==> config.mk <==
export PLATFORM = sky130hd
export DESIGN_NAME = efc_rules
export DESIGN_NICKNAME = d
export VERILOG_FILES = /design/src/hdl/edonkey_udp_flow_classifier_core_defines.svh /design/src/hdl/efc_pkg.sv /design/src/hdl/efc_rules.sv
export SDC_FILE = /design/constraint.sdc
export NUM_CORES = 1
export LEC_CHECK = 0
export BUFFER_PORTS_ARGS = -buffer_cell sky130_fd_sc_hd__clkbuf_2
export CELL_PAD_IN_SITES_DETAIL_PLACEMENT = 1
export CELL_PAD_IN_SITES_GLOBAL_PLACEMENT = 1
export CORE_MARGIN = 1.5
export CORE_UTILIZATION = 25
export DETAILED_ROUTE_END_ITERATION = 12
export PLACE_DENSITY = 0.75
export SLEW_MARGIN = 20
export SYNTH_ARGS = -nofsm -noshare
export SYNTH_HDL_FRONTEND = slang
export SYNTH_SLANG_ARGS = --single-unit
==> constraint.sdc <==
create_clock -name vclk -period 14.26
set_clock_uncertainty 0.2 [all_clocks]
set_input_delay 2.852 -clock vclk [all_inputs]
set_output_delay 2.852 -clock vclk [all_outputs]
set_load 0.05 [all_outputs]
==> src/hdl/edonkey_udp_flow_classifier_core_defines.svh <==
// Assertion helpers for the flow classifier.
// Each expects clk and arst_n in scope.
`ifndef EDONKEY_UDP_FLOW_CLASSIFIER_CORE_DEFINES_SVH
`define EDONKEY_UDP_FLOW_CLASSIFIER_CORE_DEFINES_SVH

// same-cycle implication
`define EFC_ASSERT_NOW(lbl, ante, cons, msg) \
	lbl: assert property (@(posedge clk) disable iff (!arst_n) (ante) |-> (cons)) \
		else $error(msg);

// next-cycle implication
`define EFC_ASSERT_NEXT(lbl, ante, cons, msg) \
	lbl: assert property (@(posedge clk) disable iff (!arst_n) (ante) |=> (cons)) \
		else $error(msg);

`endif

==> src/hdl/efc_pkg.sv <==
package efc_pkg;

	// verdict codes
	localparam logic [1:0] VERDICT_NONE     = 2'd0;
	localparam logic [1:0] VERDICT_DETECTED = 2'd1;
	localparam logic [1:0] VERDICT_WAIT     = 2'd2;

	// config register indexes
	localparam int unsigned CFG_IDX_W = 2;
	localparam logic [CFG_IDX_W-1:0] REG_UPPER_PORTS  = 2'd0;
	localparam logic [CFG_IDX_W-1:0] REG_THRESHOLD    = 2'd1;
	localparam logic [CFG_IDX_W-1:0] REG_PACKET_LIMIT = 2'd2;
	localparam int unsigned CFG_DATA_W = 4;

	localparam logic       RST_UPPER_PORTS  = 1'b0;
	localparam logic [3:0] RST_THRESHOLD    = 4'd6;
	localparam logic [3:0] RST_PACKET_LIMIT = 4'd10;

	typedef struct packed {
		logic [3:0] score;
		logic       excluded;
		logic [3:0] count;
	} flow_entry_t;

	localparam int unsigned ENTRY_W = $bits(flow_entry_t);

	typedef struct packed {
		logic       upper_ports_only;
		logic [3:0] score_threshold;
		logic [3:0] packet_limit;
	} cfg_t;

	typedef struct packed {
		logic        flow_start;
		logic [15:0] payload_len;
		logic [7:0]  head_byte0;
		logic [7:0]  head_byte1;
		logic [7:0]  head_byte2;
		logic [7:0]  head_byte3;
		logic [7:0]  entry_count_byte;
		logic        port_known_hit;
		logic        other_proto_seen;
		logic [15:0] source_port;
		logic [15:0] dest_port;
	} item_t;

	typedef struct packed {
		logic [1:0] verdict;
		logic [3:0] score;
	} result_t;

endpackage

==> src/hdl/efc_rules.sv <==
// Per-packet decision on one flow entry: returns the updated entry and verdict.
module efc_rules
	import efc_pkg::*;
(
	input  item_t       item,
	input  flow_entry_t entry_in,
	input  cfg_t        cfg,
	output flow_entry_t entry_out,
	output result_t     res
);
	localparam logic [7:0] MARK_KAD   = 8'he4;
	localparam logic [7:0] MARK_EDK   = 8'he3;
	localparam logic [7:0] MARK_EMULE = 8'hc5;
	localparam logic [7:0] MARK_PACK  = 8'he5;

	flow_entry_t e0;
	logic [3:0]  cnt1;
	logic        sport_bad, dport_bad;
	logic        len_ge19, kad;
	logic [15:0] list_len;
	logic [1:0]  gain;
	logic [4:0]  sum;
	logic [3:0]  score_new;
	logic        sig6;
	logic [7:0]  b0, b1, b2, b3;

	assign b0 = item.head_byte0;
	assign b1 = item.head_byte1;
	assign b2 = item.head_byte2;
	assign b3 = item.head_byte3;

	function automatic logic port_bad(input logic [15:0] p);
		return (p < 16'd1024) && (p != 16'd80) && (p != 16'd443);
	endfunction

	always_comb begin
		e0 = item.flow_start ? '0 : entry_in;
		cnt1 = ((item.payload_len != 16'd0) && (e0.count != 4'hf)) ? e0.count + 4'd1
			: e0.count;
		sport_bad = port_bad(item.source_port);
		dport_bad = port_bad(item.dest_port);
	end

	// score gain for 0xe4 packets
	always_comb begin
		len_ge19 = item.payload_len >= 16'd19;
		kad = len_ge19 && (b0 == MARK_KAD);
		// 19 + 25 * byte18
		list_len = 16'({item.entry_count_byte, 4'b0000}) + 16'({item.entry_count_byte, 3'b000})
			+ 16'(item.entry_count_byte) + 16'd19;
		gain = 2'd0;
		if (kad) begin
			if (item.payload_len == 16'd35 && (b1 == 8'h21 || b1 == 8'h20)) begin
				gain = 2'd2;
			end else if (item.payload_len == 16'd19
				&& (b1 == 8'h4b || b1 == 8'h48 || b1 == 8'h30)) begin
				gain = 2'd2;
			end else if (item.payload_len == 16'd27 && (b1 == 8'h10 || b1 == 8'h18)) begin
				gain = 2'd2;
			end else if ((b1 == 8'h29 || b1 == 8'h28) && item.payload_len == list_len) begin
				gain = 2'd1;
			end else if (item.payload_len > 16'd19 && (b1 == 8'h43 || b1 == 8'h38)) begin
				gain = 2'd1;
			end else if (item.payload_len > 16'd22 && (b1 == 8'h11 || b1 == 8'h19)) begin
				gain = 2'd1;
			end
		end
		sum = {1'b0, e0.score} + {3'b000, gain};
		score_new = sum[4] ? 4'hf : sum[3:0];
	end

	// six-byte signature list
	always_comb begin
		sig6 = 1'b0;
		if ((b0 == MARK_EDK || b0 == MARK_EMULE) && b2 == 8'h00 && b3 == 8'h00) begin
			sig6 = 1'b1;
		end else if (b0 == MARK_PACK) begin
			sig6 = (b1 == 8'h43) || ((b1 == 8'h08 || b1 == 8'h28) && b2 == 8'h78 && b3 == 8'hda);
		end else if (b0 == MARK_EMULE) begin
			sig6 = (b1 == 8'h90) || (b1 == 8'h91);
		end else if (b0 == MARK_EDK) begin
			sig6 = b1 == 8'h9a || b1 == 8'h9b || b1 == 8'h96 || b1 == 8'h97 || b1 == 8'h92
				|| b1 == 8'h94 || b1 == 8'h98 || b1 == 8'h99 || b1 == 8'ha2 || b1 == 8'ha3;
		end else if (b0 == MARK_KAD) begin
			sig6 = (b1 == 8'h11) || (b1 == 8'h58);
		end
	end

	always_comb begin
		entry_out = e0;
		entry_out.count = cnt1;
		res.score = e0.score;
		res.verdict = VERDICT_WAIT;
		if (e0.excluded) begin
			res.verdict = VERDICT_NONE;
		end else if (cfg.upper_ports_only && (sport_bad || dport_bad)) begin
			entry_out.excluded = 1'b1;
			res.verdict = VERDICT_NONE;
		end else if (item.payload_len == 16'd0) begin
			res.verdict = VERDICT_WAIT;
		end else if (e0.score == 4'd0 && item.other_proto_seen) begin
			res.verdict = VERDICT_WAIT;
		end else if (item.port_known_hit) begin
			res.verdict = VERDICT_DETECTED;
		end else begin
			entry_out.score = score_new;
			res.score = score_new;
			if (item.payload_len == 16'd6 && sig6) begin
				res.verdict = VERDICT_DETECTED;
			end else if (score_new >= cfg.score_threshold) begin
				res.verdict = VERDICT_DETECTED;
			end else if (cnt1 > cfg.packet_limit) begin
				entry_out.excluded = 1'b1;
				res.verdict = VERDICT_NONE;
			end else begin
				res.verdict = VERDICT_WAIT;
			end
		end
	end
endmodule

# Word-level counts from Yosys, hierarchy flattened
# Index checks and enable logic that the tools add are counted.
[totals]
ff_bits = 0
rom_bits = 0
out_inout_bits = 15
latchBits = 0
memories = 0
ramBits = 0
word_cells = 138
[classes]
eq_ne = 43
n_reduce_logical = 46
addsub = 5
n_div = 0
n_shift = 0
multipliers = 0
magnitude_cmp = 7
muxes = 37
n_bitwise = 0
[op_table]
columns = ["op", "n"]
rows = [
  ["$eq A8 B8 Y1 const B", 17],
  ["$eq A8 B6 Y1 const B", 6],
  ["$eq A8 B7 Y1 const B", 5],
  ["$eq A16 B5 Y1 const B", 2],
  ["$eq A8 B5 Y1 const B", 4],
  ["$gt A16 B5 Y1 const B", 2],
  ["$lt A16 B11 Y1 const B", 2],
  ["$mux W4", 8],
  ["$ne A16 B7 Y1 const B", 2],
  ["$ne A16 B9 Y1 const B", 2],
  ["$mux W2", 12],
  ["$logic_or A1 B1 Y1", 22],
  ["$mux W5", 4],
  ["$logic_and A1 B1 Y1", 19],
  ["$eq A16 B15 Y1", 1],
  ["$eq A16 B3 Y1 const B", 1],
  ["$eq A16 B6 Y1 const B", 1],
  ["$ge A16 B5 Y1 const B", 1],
  ["$logic_not A16 Y1", 1],
  ["$logic_not A8 Y1", 2],
  ["$reduce_bool A16 Y1", 1],
  ["$add A14 B5 Y15 const B", 1],
  ["$add A13 B8 Y14", 1],
  ["$add A12 B11 Y13", 1],
  ["other kinds (9)", 20],
]

# Logic depth before layout (Yosys ltp)
[logic_depth]
word_depth = 21
mapped_depth = 24

# Least setup slack after synthesis
# No wires, ideal clock.
[synth_path]
path_kind = "input -> output"
from = "in item[36] in the netlist's numbering"
to = "out entry_out[4] in the netlist's numbering"
cell_stages = 24
setup_slack_ns = 2.821
arrival_ns = 8.387
required_time_ns = 11.208
path_buffers = 0
cell_sequence = "inv_1 -> fa_1 -> inv_1 -> ha_1 -> ha_1 -> o21ai_0 -> a22oi_1 -> nor2_1 -> nand2_1 -> a2111oi_0 -> nand4_1 -> a211oi_1 -> ha_1 -> inv_1 -> fa_1 -> nor2_1 -> a21oi_1 -> ha_1 -> nand2b_1 -> a21o_1 -> a21oi_1 -> nor2b_1 -> a2111o_1 -> o31ai_1"
[synth_rtl]
columns = ["element", "line", "source"]
rows = [
  ["start: declaration", "efc_rules.sv:5", "input item_t item,"],
  ["end: declaration", "efc_rules.sv:8", "output flow_entry_t entry_out,"],
]

==> results.sh <==
export IMPL_die_area_mm2=0.009654
export IMPL_power_ir_vdd_worst_mv=0.01776
export IMPL_worstPathMaxFanout=4
export IMPL_mappedNetlistNets=463
export IMPL_finalWorstPathRequiredPeriod_ps=11450
export IMPL_outcome="completed"
export IMPL_maxClockFrequency_mhz=87.33
export IMPL_cell_type_with_the_highest_occurrence_count_on_the_critical_path="sky130_fd_sc_hd__ha_1"
export IMPL_drt_antenna_violating_nets=0
export IMPL_area_growth_syn_to_layout_pct=31.27
export IMPL_grt_total_usage=0.1650
export IMPL_final_setup_viol_count=0
export IMPL_holdBufCountCts=0
export IMPL_tightestPinTransition_ps=751.6
export IMPL_placeableCoreArea_mm2=0.008763
export IMPL_synth_largest_area_cell="sky130_fd_sc_hd__ha_1"
export IMPL_grt_overflow_total=0
export IMPL_placed_cells=538
export IMPL_most_area_consuming_cells_after_synthesis="sky130_fd_sc_hd__ha_1 (19%), sky130_fd_sc_hd__fa_1 (5.3%), sky130_fd_sc_hd__inv_1 (5.1%)"
export IMPL_syn_instance_count=314
export IMPL_worstSetupPathType="input port to output pin"
export IMPL_vias=2863
export IMPL_post_route_period_util=0.8030
export IMPL_post_cts_resized_instances=0
export IMPL_syn_area_per_cell_um2=7.224
export IMPL_grt_first_pass_wirelength_um=13720
export IMPL_layout_cells_most_common_list="sky130_fd_sc_hd__clkbuf_2 (124), sky130_fd_sc_hd__ha_1 (34), sky130_fd_sc_hd__inv_1 (31)"
export IMPL_finish_utilization=0.3398
export IMPL_grt_setup_unrepaired="false"
export IMPL_syn_cell_area_mm2=0.002268
export IMPL_timing_critical_path_slowest_stage_cell="sky130_fd_sc_hd__fa_1"
export IMPL_worst_endpoint_data_arrival_time_ps=8400
export IMPL_worst_slew_margin_rel=0.4860
export IMPL_diodes=0
export IMPL_synth_largest_type_area_fraction=0.1875
export IMPL_finalMaxSlewViolations=0
export IMPL_cts_post_setup_buffers_inserted=0
export IMPL_first_pass_iters=4
export IMPL_die_w_um=98.26
export IMPL_cpPeakStageDelay_ps=530
export IMPL_avgRoutedWirePerCell_um=15.09
export IMPL_antenna_found_initial=0
export IMPL_fraction_of_final_layout_cells_with_drive_strength_greater_than_1=0.3233
export IMPL_worstPathRequired_ps=11210
export IMPL_static_leakage_power_nw=1.469
export IMPL_rows=34
export IMPL_pre_cts_ws_ps=2788
export IMPL_port_buffers=124
export IMPL_worst_hold_slack_ps=6047
export IMPL_setup_ws_ps=2809
export IMPL_clock_buffer_count_in_the_final_layout=0
export IMPL_synthDistinctLibCells=62
export IMPL_globalplace_congestion=0.9005
export IMPL_initial_utilization=0.2589
export IMPL_maximum_number_of_pins_on_one_net_before_global_route_repair=12
export IMPL_detail_route_wirelength_um=8116
export IMPL_number_of_nets_in_the_layout=581
export IMPL_seq_cells=0
export IMPL_vertical_die_dimension_um=98.26
export IMPL_hp_class="input port to output pin"
export IMPL_power_per_cell_area_mw_per_mm2=42.78
export IMPL_ios=124
export IMPL_cp_endpoint="entry_out[4]"
export IMPL_maxCapViolations=0
export IMPL_final_sum_of_negative_setup_slack_ps=0
export IMPL_number_of_remaining_drc_errors=0
export IMPL_grt_pass1_vias=3018
export IMPL_critPathLaunch="item[36]"
export IMPL_yosysWarnings=0
export IMPL_setup_worst_path_start_class="input port"
export IMPL_report_final_hold_viol_count=0
export IMPL_place_hpwl_um=7423
export IMPL_post_layout_nonfiller_instances=538
export IMPL_seq_cell_area_um2=0
export IMPL_worst_setup_path_end_kind="output pin"
export IMPL_synth_yosys_seq_area_share=0
export IMPL_drt_iter0_markers=68
export IMPL_fillCellCount=1153
export IMPL_mostFrequentLayoutCell="sky130_fd_sc_hd__clkbuf_2"
export IMPL_detail_route_vias_per_cell=5.322
worst min path at each step:
| stage | startpoint | cells past startpoint | slack [ps] | end |
|---|---|---|---|---|
| 2_1_floorplan | item[33] | 1 | 5720 | entry_out[5] |
| 3_3_place_gp | entry_in[3] | 4 | 6040 | entry_out[3] |
| 3_5_place_dp | item[90] | 3 | 6040 | entry_out[3] |
| 4_1_cts | item[90] | 3 | 6040 | entry_out[3] |
| 5_1_grt | item[33] | 3 | 6080 | res[0] |
| 6_report | entry_in[3] | 4 | 6050 | entry_out[3] |
cell usage after synthesis (6+ instances only):
cell,instances
sky130_fd_sc_hd__nor2b_1,12
sky130_fd_sc_hd__inv_1,31
sky130_fd_sc_hd__nand2_1,16
sky130_fd_sc_hd__xnor2_1,13
sky130_fd_sc_hd__ha_1,34
sky130_fd_sc_hd__xor2_1,7
sky130_fd_sc_hd__nor3_1,10
sky130_fd_sc_hd__o21ai_0,12
sky130_fd_sc_hd__a21oi_1,19
sky130_fd_sc_hd__nand4_1,8
sky130_fd_sc_hd__nor2_1,22
sky130_fd_sc_hd__nor4_1,10
sky130_fd_sc_hd__fa_1,6
sky130_fd_sc_hd__nand3_1,13
sky130_fd_sc_hd__nand2b_1,14
sky130_fd_sc_hd__a31oi_1,7
report_power, final:
group	total, W	internal, W	switching [W]
Clock	0	0	0
Sequential	0	0	0
Combinational	0.000127	0.0000525	0.0000749
worst max-delay path: cells and delay by family:
family	cells	cell delay [ps]
AO/OA/AOI/OAI	9	2160
adder cells (fa/ha/maj)	6	2050
AND/OR/NAND/NOR	6	730
buffers and inverters	5	590
cell families after synthesis:
| kind of cell | Yosys count | synth area share |
|---|---|---|
| simple gates | 140 | 0.3756 |
| mux | 2 | 0.009377 |
| buf+inv | 39 | 0.07170 |
| fa+ha+maj | 40 | 0.2405 |
| xor+xnor | 20 | 0.07722 |
| compound gates | 73 | 0.2256 |
layer usage:
layer  wire length, um  GRT usage  up-vias
met5                 0          0        -
met4               135    0.02925        0
met3               362    0.01074       12
met2              4131     0.3156       78
met1              3486     0.2035     1367
li1                  -          -     1406
area by class of cell:
class / count / area (um^2) / share of cell area
well taps: 108 / 135.1 / 0.04538
multi-input cells: 275 / 2106 / 0.7071
repair buffers: 124 / 620.6 / 0.2084
inverters: 31 / 116.4 / 0.03908
stage by stage:
stage | power [W] | instance area [um^2]
2_1_floorplan | 0.00008494 | 2268
3_3_place_gp | 0.0001234 | 2978
3_5_place_dp | 0.0001275 | 2978
4_1_cts | 0.0001283 | 2978
5_1_grt | 0.0001415 | 2978
6_report | 0.0001274 | 2978
Note: power is estimated with default switching activity, not from simulation.
